[src/ardma_pkg.sv]
// Shared types and constants for the aux RAM DMA register block.
`timescale 1ns / 1ps

package ardma_pkg;

   // Register selector codes carried by a request beat.
   localparam logic [3:0] SEL_MAIN_HI   = 4'd0;
   localparam logic [3:0] SEL_MAIN_LO   = 4'd1;
   localparam logic [3:0] SEL_AUX_HI    = 4'd2;
   localparam logic [3:0] SEL_AUX_LO    = 4'd3;
   localparam logic [3:0] SEL_COUNT_HI  = 4'd4;
   localparam logic [3:0] SEL_COUNT_LO  = 4'd5;
   localparam logic [3:0] SEL_MAIN_WORD = 4'd6;
   localparam logic [3:0] SEL_AUX_WORD  = 4'd7;
   localparam logic [3:0] SEL_COUNT_WRD = 4'd8;
   localparam logic [3:0] SEL_SIZE      = 4'd9;
   localparam logic [3:0] SEL_MODE      = 4'd10;
   localparam logic [3:0] SEL_REFRESH   = 4'd11;

   // Access kinds.
   localparam logic CMD_READ  = 1'b0;
   localparam logic CMD_WRITE = 1'b1;

   // Configuration register indexes.
   localparam logic [1:0] CSR_AUX_MEM_SIZE   = 2'd0;
   localparam logic [1:0] CSR_MAIN_ADDR_MASK = 2'd1;
   localparam logic [1:0] CSR_INT_MASK       = 2'd2;

   // Configuration reset values.
   localparam logic [31:0] AUX_MEM_SIZE_RST   = 32'h0100_0000;
   localparam logic [31:0] MAIN_ADDR_MASK_RST = 32'h01FF_FFFF;

   // Count bit that carries the transfer direction.
   localparam logic [31:0] COUNT_DIR_MASK = 32'h8000_0000;
   localparam logic [31:0] MODE_READ_VAL  = 32'h0000_0001;

   // Count half valid bits.
   localparam logic [1:0] HV_HIGH = 2'b01;
   localparam logic [1:0] HV_LOW  = 2'b10;
   localparam logic [1:0] HV_BOTH = 2'b11;

   // One request beat.
   typedef struct packed {
      logic        cmd;
      logic [3:0]  reg_sel;
      logic [31:0] wdata;
   } req_type;

   // One response beat.
   typedef struct packed {
      logic [31:0] rdata;
      logic        dma_start;
      logic        dma_dir;
      logic [31:0] dma_main_addr;
      logic [31:0] dma_aux_addr;
      logic [30:0] dma_length;
      logic        dma_zero_fill;
      logic        dma_done;
      logic        cpu_interrupt;
   } rsp_type;

   // Architectural register state.
   typedef struct packed {
      logic [31:0] main_addr;
      logic [31:0] aux_addr;
      logic [31:0] count;
      logic [1:0]  half_valid;
      logic [15:0] size;
   } regs_type;

   // Configuration register values.
   typedef struct packed {
      logic [31:0] aux_mem_size;
      logic [31:0] main_addr_mask;
      logic        int_mask;
   } cfg_type;

endpackage

[src/ardma_exec.sv]
// Execute logic: decodes one access, updates registers and forms the DMA command.
`timescale 1ns / 1ps

module ardma_exec
   import ardma_pkg::*;
(
   input  req_type  req,
   input  regs_type regs,
   input  cfg_type  cfg,
   output regs_type regs_next,
   output rsp_type  rsp
);

   logic [31:0] wr_hi_main;
   logic [31:0] wr_lo_main;
   logic [31:0] wr_hi_aux;
   logic [31:0] wr_lo_aux;
   logic [31:0] count_new;
   logic [1:0]  hv_new;
   logic        count_wr;
   logic        fire;
   logic        dir;
   logic        out_of_range;
   logic        issue;

   // Half-word merges for the address registers.
   assign wr_hi_main = {req.wdata[15:0], regs.main_addr[15:0]};
   assign wr_lo_main = {regs.main_addr[31:16], req.wdata[15:0]};
   assign wr_hi_aux  = {req.wdata[15:0], regs.aux_addr[15:0]};
   assign wr_lo_aux  = {regs.aux_addr[31:16], req.wdata[15:0]};

   // Count write decode: new count value and half valid bits.
   always_comb begin
      count_wr  = 1'b0;
      count_new = regs.count;
      hv_new    = regs.half_valid;
      if (req.cmd == CMD_WRITE) begin
         case (req.reg_sel)
            SEL_COUNT_HI: begin
               count_wr  = 1'b1;
               count_new = {req.wdata[15:0], regs.count[15:0]};
               hv_new    = regs.half_valid | HV_HIGH;
            end
            SEL_COUNT_LO: begin
               count_wr  = 1'b1;
               count_new = {regs.count[31:16], req.wdata[15:0]};
               hv_new    = regs.half_valid | HV_LOW;
            end
            SEL_COUNT_WRD: begin
               count_wr  = 1'b1;
               count_new = req.wdata;
               hv_new    = HV_BOTH;
            end
            default: begin
               count_wr = 1'b0;
            end
         endcase
      end
   end

   // Transfer decision once both count halves are in.
   assign fire         = count_wr && (hv_new == HV_BOTH);
   assign dir          = count_new[31];
   assign out_of_range = (regs.aux_addr >= cfg.aux_mem_size);
   assign issue        = fire && (dir || !out_of_range);

   // Next register state.
   always_comb begin
      regs_next = regs;
      if (req.cmd == CMD_WRITE) begin
         case (req.reg_sel)
            SEL_MAIN_HI:   regs_next.main_addr = wr_hi_main;
            SEL_MAIN_LO:   regs_next.main_addr = wr_lo_main;
            SEL_AUX_HI:    regs_next.aux_addr  = wr_hi_aux;
            SEL_AUX_LO:    regs_next.aux_addr  = wr_lo_aux;
            SEL_MAIN_WORD: regs_next.main_addr = req.wdata;
            SEL_AUX_WORD:  regs_next.aux_addr  = req.wdata;
            SEL_SIZE:      regs_next.size      = req.wdata[15:0];
            default: begin
               regs_next.main_addr = regs.main_addr;
            end
         endcase
      end
      if (count_wr) begin
         // A completed transfer leaves only the direction bit of the count.
         regs_next.count      = issue ? (count_new & COUNT_DIR_MASK) : count_new;
         regs_next.half_valid = fire ? 2'b00 : hv_new;
      end
   end

   // Response beat: read data on reads, DMA command on an issuing write.
   always_comb begin
      rsp = '0;
      if (req.cmd == CMD_READ) begin
         case (req.reg_sel)
            SEL_MAIN_HI:   rsp.rdata = {16'h0000, regs.main_addr[31:16]};
            SEL_MAIN_LO:   rsp.rdata = {16'h0000, regs.main_addr[15:0]};
            SEL_AUX_HI:    rsp.rdata = {16'h0000, regs.aux_addr[31:16]};
            SEL_AUX_LO:    rsp.rdata = {16'h0000, regs.aux_addr[15:0]};
            SEL_COUNT_HI:  rsp.rdata = {16'h0000, regs.count[31:16]};
            SEL_COUNT_LO:  rsp.rdata = {16'h0000, regs.count[15:0]};
            SEL_MAIN_WORD: rsp.rdata = regs.main_addr;
            SEL_AUX_WORD:  rsp.rdata = regs.aux_addr;
            SEL_COUNT_WRD: rsp.rdata = regs.count;
            SEL_SIZE:      rsp.rdata = {16'h0000, regs.size};
            SEL_MODE:      rsp.rdata = MODE_READ_VAL;
            default:       rsp.rdata = 32'h0000_0000;
         endcase
      end
      if (issue) begin
         rsp.dma_start     = 1'b1;
         rsp.dma_dir       = dir;
         rsp.dma_main_addr = regs.main_addr & cfg.main_addr_mask;
         rsp.dma_aux_addr  = regs.aux_addr;
         rsp.dma_length    = count_new[30:0];
         rsp.dma_zero_fill = out_of_range;
         rsp.dma_done      = 1'b1;
         rsp.cpu_interrupt = cfg.int_mask;
      end
   end

endmodule

[src/aux_ram_dma_register_block_unit.sv]
// Top level of the aux RAM DMA register block: beat registers, state and CSRs.
`timescale 1ns / 1ps

// Register front end of an auxiliary-RAM DMA interface.
// Request channel (req_*): one beat is one register access, cmd 0 read or
// 1 write, with a register selector and 32-bit write data. A beat is taken
// on a rising edge with req_valid high and req_stall low.
// Response channel (rsp_*): one beat per request, in order, carrying read
// data and the DMA command fields (all zero unless a transfer was issued).
// A beat is delivered on a rising edge with rsp_valid high and rsp_stall low.
// CSR channel (csr_*): writes aux_mem_size, main_addr_mask and int_mask by
// index; csr_ready is always high. Write CSRs only while the block is idle.
// An accepted beat executes in a single pass out of the input register
// and loads the response register once that register is free.
// Throughput: one beat per cycle while the receiver does not stall,
// limited only by the response register.
// When the receiver stalls, the response holds and the input register keeps
// its beat; req_stall rises only while both registers are full and blocked.
// Reset clears all registers, the count half valids and both beat stages,
// and loads the CSR reset values.

module aux_ram_dma_register_block_unit
   import ardma_pkg::*;
(
   input  logic        clock,
   input  logic        reset,
   // Request channel
   input  logic        req_valid,
   output logic        req_stall,
   input  logic        req_cmd,
   input  logic [3:0]  req_reg_sel,
   input  logic [31:0] req_wdata,
   // Response channel
   output logic        rsp_valid,
   input  logic        rsp_stall,
   output logic [31:0] rsp_rdata,
   output logic        rsp_dma_start,
   output logic        rsp_dma_dir,
   output logic [31:0] rsp_dma_main_addr,
   output logic [31:0] rsp_dma_aux_addr,
   output logic [30:0] rsp_dma_length,
   output logic        rsp_dma_zero_fill,
   output logic        rsp_dma_done,
   output logic        rsp_cpu_interrupt,
   // CSR write channel
   input  logic        csr_valid,
   output logic        csr_ready,
   input  logic [1:0]  csr_index,
   input  logic [31:0] csr_wdata
);

   logic     in_valid_ff;
   req_type  in_req_ff;
   logic     out_valid_ff;
   rsp_type  out_rsp_ff;
   regs_type regs_ff;
   regs_type regs_in;
   cfg_type  cfg_ff;
   rsp_type  exec_rsp;
   logic     advance;
   logic     req_take;
   logic     csr_take;

   // Handshake: the input stage moves on whenever the response register frees.
   assign advance   = !out_valid_ff || !rsp_stall;
   assign req_stall = in_valid_ff && !advance;
   assign req_take  = req_valid && !req_stall;
   assign csr_ready = 1'b1;
   assign csr_take  = csr_valid && csr_ready;

   // Input beat register.
   always_ff @(posedge clock) begin
      if (reset) begin
         in_valid_ff <= 1'b0;
      end else if (advance || !in_valid_ff) begin
         in_valid_ff <= req_take;
      end
   end

   always_ff @(posedge clock) begin
      if (req_take) begin
         in_req_ff <= '{cmd: req_cmd, reg_sel: req_reg_sel, wdata: req_wdata};
      end
   end

   // Single-pass execute of the held beat.
   ardma_exec u_exec (
      .req       (in_req_ff),
      .regs      (regs_ff),
      .cfg       (cfg_ff),
      .regs_next (regs_in),
      .rsp       (exec_rsp)
   );

   // Register state commits when the beat moves to the response register.
   always_ff @(posedge clock) begin
      if (reset) begin
         regs_ff <= '0;
      end else if (in_valid_ff && advance) begin
         regs_ff <= regs_in;
      end
   end

   // Response beat register.
   always_ff @(posedge clock) begin
      if (reset) begin
         out_valid_ff <= 1'b0;
      end else if (advance) begin
         out_valid_ff <= in_valid_ff;
      end
   end

   always_ff @(posedge clock) begin
      if (in_valid_ff && advance) begin
         out_rsp_ff <= exec_rsp;
      end
   end

   // Configuration registers.
   always_ff @(posedge clock) begin
      if (reset) begin
         cfg_ff.aux_mem_size   <= AUX_MEM_SIZE_RST;
         cfg_ff.main_addr_mask <= MAIN_ADDR_MASK_RST;
         cfg_ff.int_mask       <= 1'b0;
      end else if (csr_take) begin
         case (csr_index)
            CSR_AUX_MEM_SIZE:   cfg_ff.aux_mem_size   <= csr_wdata;
            CSR_MAIN_ADDR_MASK: cfg_ff.main_addr_mask <= csr_wdata;
            CSR_INT_MASK:       cfg_ff.int_mask       <= csr_wdata[0];
            default: begin
               cfg_ff.int_mask <= cfg_ff.int_mask;
            end
         endcase
      end
   end

   // Response ports.
   assign rsp_valid         = out_valid_ff;
   assign rsp_rdata         = out_rsp_ff.rdata;
   assign rsp_dma_start     = out_rsp_ff.dma_start;
   assign rsp_dma_dir       = out_rsp_ff.dma_dir;
   assign rsp_dma_main_addr = out_rsp_ff.dma_main_addr;
   assign rsp_dma_aux_addr  = out_rsp_ff.dma_aux_addr;
   assign rsp_dma_length    = out_rsp_ff.dma_length;
   assign rsp_dma_zero_fill = out_rsp_ff.dma_zero_fill;
   assign rsp_dma_done      = out_rsp_ff.dma_done;
   assign rsp_cpu_interrupt = out_rsp_ff.cpu_interrupt;

   // An issued transfer always completes and reports done.
   a_start_done: assert property (@(posedge clock) disable iff (reset)
      (rsp_valid && rsp_dma_start) |-> rsp_dma_done)
      else $error("dma_start without dma_done");

   // The interrupt line only pulses with a completion.
   a_irq_done: assert property (@(posedge clock) disable iff (reset)
      (rsp_valid && rsp_cpu_interrupt) |-> rsp_dma_done)
      else $error("cpu_interrupt without dma_done");

   // Issuing a transfer clears both count half valids.
   a_hv_clear: assert property (@(posedge clock) disable iff (reset)
      (in_valid_ff && advance && exec_rsp.dma_start) |=> (regs_ff.half_valid == 2'b00))
      else $error("count half valids not cleared after issue");

   // A transfer keeps only the direction bit of the count.
   a_count_clr: assert property (@(posedge clock) disable iff (reset)
      (in_valid_ff && advance && exec_rsp.dma_start) |=> (regs_ff.count[30:0] == 31'd0))
      else $error("count not cleared after issue");

endmodule

[config.mk]
export PLATFORM = sky130hd
export DESIGN_NAME = aux_ram_dma_register_block_unit
export DESIGN_NICKNAME = d
export VERILOG_FILES = /design/src/ardma_pkg.sv /design/src/ardma_exec.sv /design/src/aux_ram_dma_register_block_unit.sv
export SDC_FILE = /design/constraint.sdc
export NUM_CORES = 1
export LEC_CHECK = 0
export ABC_AREA = 1
export BUFFER_PORTS_ARGS = -buffer_cell sky130_fd_sc_hd__buf_2
export CORE_MARGIN = 2
export CORE_UTILIZATION = 59
export CTS_BUF_LIST = sky130_fd_sc_hd__clkbuf_8 sky130_fd_sc_hd__clkbuf_16
export DETAILED_ROUTE_END_ITERATION = 16
export PLACE_DENSITY = 0.81
export SLEW_MARGIN = 10
export SYNTH_ARGS = -nofsm -noshare
export SYNTH_HDL_FRONTEND = slang
export SYNTH_HIERARCHICAL = 1
export SYNTH_SLANG_ARGS = --single-unit
[constraint.sdc]
create_clock -name clock -period 11.7 [get_ports clock]
set_input_delay 2.34 -clock clock [delete_from_list [all_inputs] [get_ports clock]]
set_output_delay 2.34 -clock clock [all_outputs]
set_load 0.01 [all_outputs]
==> flow_results.org <==
** Outcome
- The run finished with clean final reports.

** Timing
- In the finished design, the share of the clock period the worst path needs comes to 0.500.
- For the finished layout, the period the worst path requires is just under 6 ns.
- Setup violations remaining at the end of the flow were counted as 0.
- Setup TNS :: 0 ns
- Clock tree skew after final layout :: 0.0273 ns
- For the pin with the worst max-slew slack, the measured transition is roughly 1.3 ns.
- The number of max-slew violations in the final report came to 0.
- Final Hold Viols :: 0
- Timing would allow up to between 150 and 200 MHz.
- Setup repair after global routing left no endpoint under its margin.
- Relative slew margins :: 0.139

** Drt
- Routed via count :: 16664
- Remaining design rule violation count :: 0
- Post-route ant nets :: 0
- Drt first-iter violations :: approximately 2100
- Post-detailed-route via-to-cell ratio :: 6.04
- After detailed routing, the average wire length per cell comes to between 20 and 25 um.
- Wires add up to ~57000 um.
- DRT Pass-1 Iters :: 6

** Pwr
- Worst vdd ir :: approximately 0.13 mV
- The analysis attributes to cell leakage a power of 8.53 nW.
- Total power of the final layout :: between 2 and 3 mW
- Total power density per cell area :: 145 nW/um^2

** Global routing
- The number of antenna violations at the first check in global routing came to 1.
- The first global-routing pass estimated 84900 um of wire.
- Entering global routing, the biggest net connects 118 pins.
- The number of global-route vias before repair is between 10000 and 15000.
- Across every metal layer, demand over resource in global routing totals 0.351.
- Global routing finished with a remaining overflow of 0.

** Clock tree
- Clock tree root buffer cell :: clkbuf_16
- Clock-pin slew was measured on the worst setup and hold paths at ~0.06 ns.
- The number of gates resized after CTS was 0.
- Sink count of the clock tree :: 350
- Clock Path Buffers :: 3
- TritonCTS built the clock tree.
- The clock reaches the later pin of the worst-skew pair after approximately 0.53 ns.
- Clock tree synthesis inserted a total of 37 buffers.
- Number of hold buffers added after CTS :: 0
- Count of H-tree levels built during CTS :: 2
- Once the clock tree was built, the setup fixing pass inserted 0 buffers.

** Setup path
- On the critical path, the stage with the largest delay is an instance of nand2_4.
- The setup path with the least slack is of type input port to primary output.
- The signal on the critical path passes through buf_2, nand2_4, inv_1, nand2_1, inv_1, buf_2.
- Data on the critical path is required at its endpoint by around 9.4 ns.
- Worst R2R Path Depth :: 13
- Reg2reg end :: regs_ff[31]$_SDFFE_PP0P_
- Maximum single-stage delay on the critical path :: around 0.5 ns
- The worst register-to-register path begins at in_req_ff[32]$_DFFE_PP_.
- Crit path buf inv count :: 4
- Largest driver fanout on the critical path :: 66
- The setup check on the worst reg-to-reg path leaves a slack of approximately 7.6 ns.
- CP top delay family :: simple AND/OR/NAND/NOR gates
- Endpoint arrival time on the critical path :: ~3.5 ns
- STA classifies the critical path startpoint as an input port.
- The worst setup path is captured at a primary output.

** Finish
- Diode count :: 0
- At the end of the flow, the number of nets in the layout was roughly 2500.
- Most used cells in the layout excluding fill and tap cells :: nand2_1, inv_1, a21oi_1
- Area grow syn2layout :: 11.7%
- Share of cells above drive strength 1 :: 0.139
- Final cell count without fillers :: about 2800
- Leaving out fill and tap cells, the most frequent cell in the layout is nand2_1.

** Floorplanning
- Placeable Area :: just under 30000 um^2
- Die width :: between 150 and 200 um
- Die Y-Extent :: 178 um
- I/O pin count :: 211
- The floorplan step defined a die boundary enclosing 31600 um^2.
- The floorplan has between 60 and 70 rows.
- The initial utilization of the core area, before any placement, comes to 0.600.

** Synth
- Counting flops and latches in the post-synthesis netlist gives 350.
- For this run, the register share of the synthesized area comes to 0.488.
- A synthesized cell averages 7.98 um^2.
- For this run, the leading register cell type out of synthesis is dfxtp_1.
- Number of warnings printed during yosys synthesis :: 6
- Share of flip-flops with an asynchronous set or reset :: 0
- Gate Count Post-Synth :: about 2200
- In this run, synthesis inferred 169 flip-flops with an integrated enable.
- Number of different library cells in the post-synthesis netlist :: 30
- Synthesized area :: between 15000 and 20000 um^2
- The number of nets handed over by synthesis was around 2300.

** Worst hold path
- The worst hold path begins at cfg_ff[18]$_SDFFE_PP1P_.
- The worst hold path belongs to the class flip-flop to flip-flop.
- Number of cells traversed by the worst hold path :: 2
- Worst Hold End :: cfg_ff[18]$_SDFFE_PP1P_

** Placement
- Half-perimeter wire length after placement :: 38700 um
- Placed Instances :: roughly 2700
- At the end of routability-driven placement, the weighted congestion stood at 1.00.
- Number of port buffers :: 209

** Run
- The tool flagged a number of max-cap violations equal to 0.
## how the worst max path moves through the flow
stage	cells after the start	start	end
2_1_floorplan	4	rsp_stall	rsp_cpu_interrupt$_DFFE_PP_
3_3_place_gp	6	rsp_stall	req_stall
3_5_place_dp	6	rsp_stall	req_stall
4_1_cts	6	rsp_stall	req_stall
5_1_grt	6	rsp_stall	req_stall
6_report	6	rsp_stall	req_stall
## cells by family (layout without fill, tap and decap cells)
logic type      count (synthesis)  in the layout  share of synthesized area
fa+ha+maj                      32             32                     0.0224
other cells                     1              1                   0.000210
compound gates                524            524                      0.166
flops                         350            350                      0.488
simple gates                  846            846                      0.212
buf+inv                       483            615                      0.112
## final cells by class
type,count,area (um^2)
multi-input combinational,1403,7170
clock buffer,42,1010
inverter,320,1200
timing repair buffer,230,1200
clock inverter,23,149
sequential,350,8700
tap,390,488
fill,2495,9790
## per-layer routing
metal | vias up | track usage | share of wire
li1 | 7654 | - | -
met1 | 7756 | 0.501 | 0.40
met2 | 1091 | 0.522 | 0.43
met3 | 163 | 0.0632 | 0.11
met4 | 0 | 0.156 | 0.051
met5 | - | 0 | 0
## through the flow
stage	setup slack, ns	util	instance area, um^2	hold slack [ns]
after global routing	5.75	0.671	19900	0.476
after detailed placement	5.86	0.632	18800	0.444
after global placement	5.89	0.632	18800	0.438
final	5.85	0.671	19900	0.456
after floorplan	2.78	-	17800	0.429
after CTS	5.85	0.671	19900	0.460
## flip-flops by register name (all words and copies together) (netlist names)
signal / flops
rsp_valid: 1
rsp_cpu_interrupt: 1
regs_ff: 114
rsp_dma_aux_addr: 32
rsp_rdata: 32
rsp_dma_main_addr: 32
rsp_dma_done: 1
in_valid_ff: 1
in_req_ff: 37
rsp_dma_length: 31
rsp_dma_start: 1
rsp_dma_zero_fill: 1
rsp_dma_dir: 1
cfg_ff: 65
## synth_stat cells (5+ instances only)
master / instances / share of area
nand2_1: 403 / 0.085
inv_1: 307 / 0.065
a21oi_1: 268 / 0.075
nor2_1: 228 / 0.048
dfxtp_1: 181 / 0.20
edfxtp_1: 169 / 0.28
o22ai_1: 123 / 0.043
nand3b_1: 114 / 0.048
buf_2: 86 / 0.024
o21ai_0: 82 / 0.023
nand3_1: 67 / 0.019
clkbuf_1: 47 / 0.0099
ha_1: 32 / 0.022
nand4_1: 27 / 0.0095
o221ai_1: 22 / 0.011
a21oi_2: 19 / 0.0093
buf_1: 16 / 0.0034
inv_2: 10 / 0.0021
buf_4: 9 / 0.0038
buf_6: 5 / 0.0032
nand2_2: 5 / 0.0018
## worst reg2reg max path: stages, from the launching register on
cell      delay, ns
edfxtp_1       0.47
nor2_1         0.28
nand2_2        0.48
o21ai_2        0.47
nand2_2        0.29
nand2_1        0.12
nand2_1        0.07
inv_2          0.17
nand3_4        0.42
nand2_2        0.74
nor2_1         0.12
nand3b_1       0.20
nand2_1        0.12
nor2_1         0.05
## where the power goes
part	internal, mW	switching (mW)
Combinational	0.121	0.234
Sequential	1.35	0.0595
Clock	0.639	0.489
Note: power is estimated with default switching activity, not from simulation.
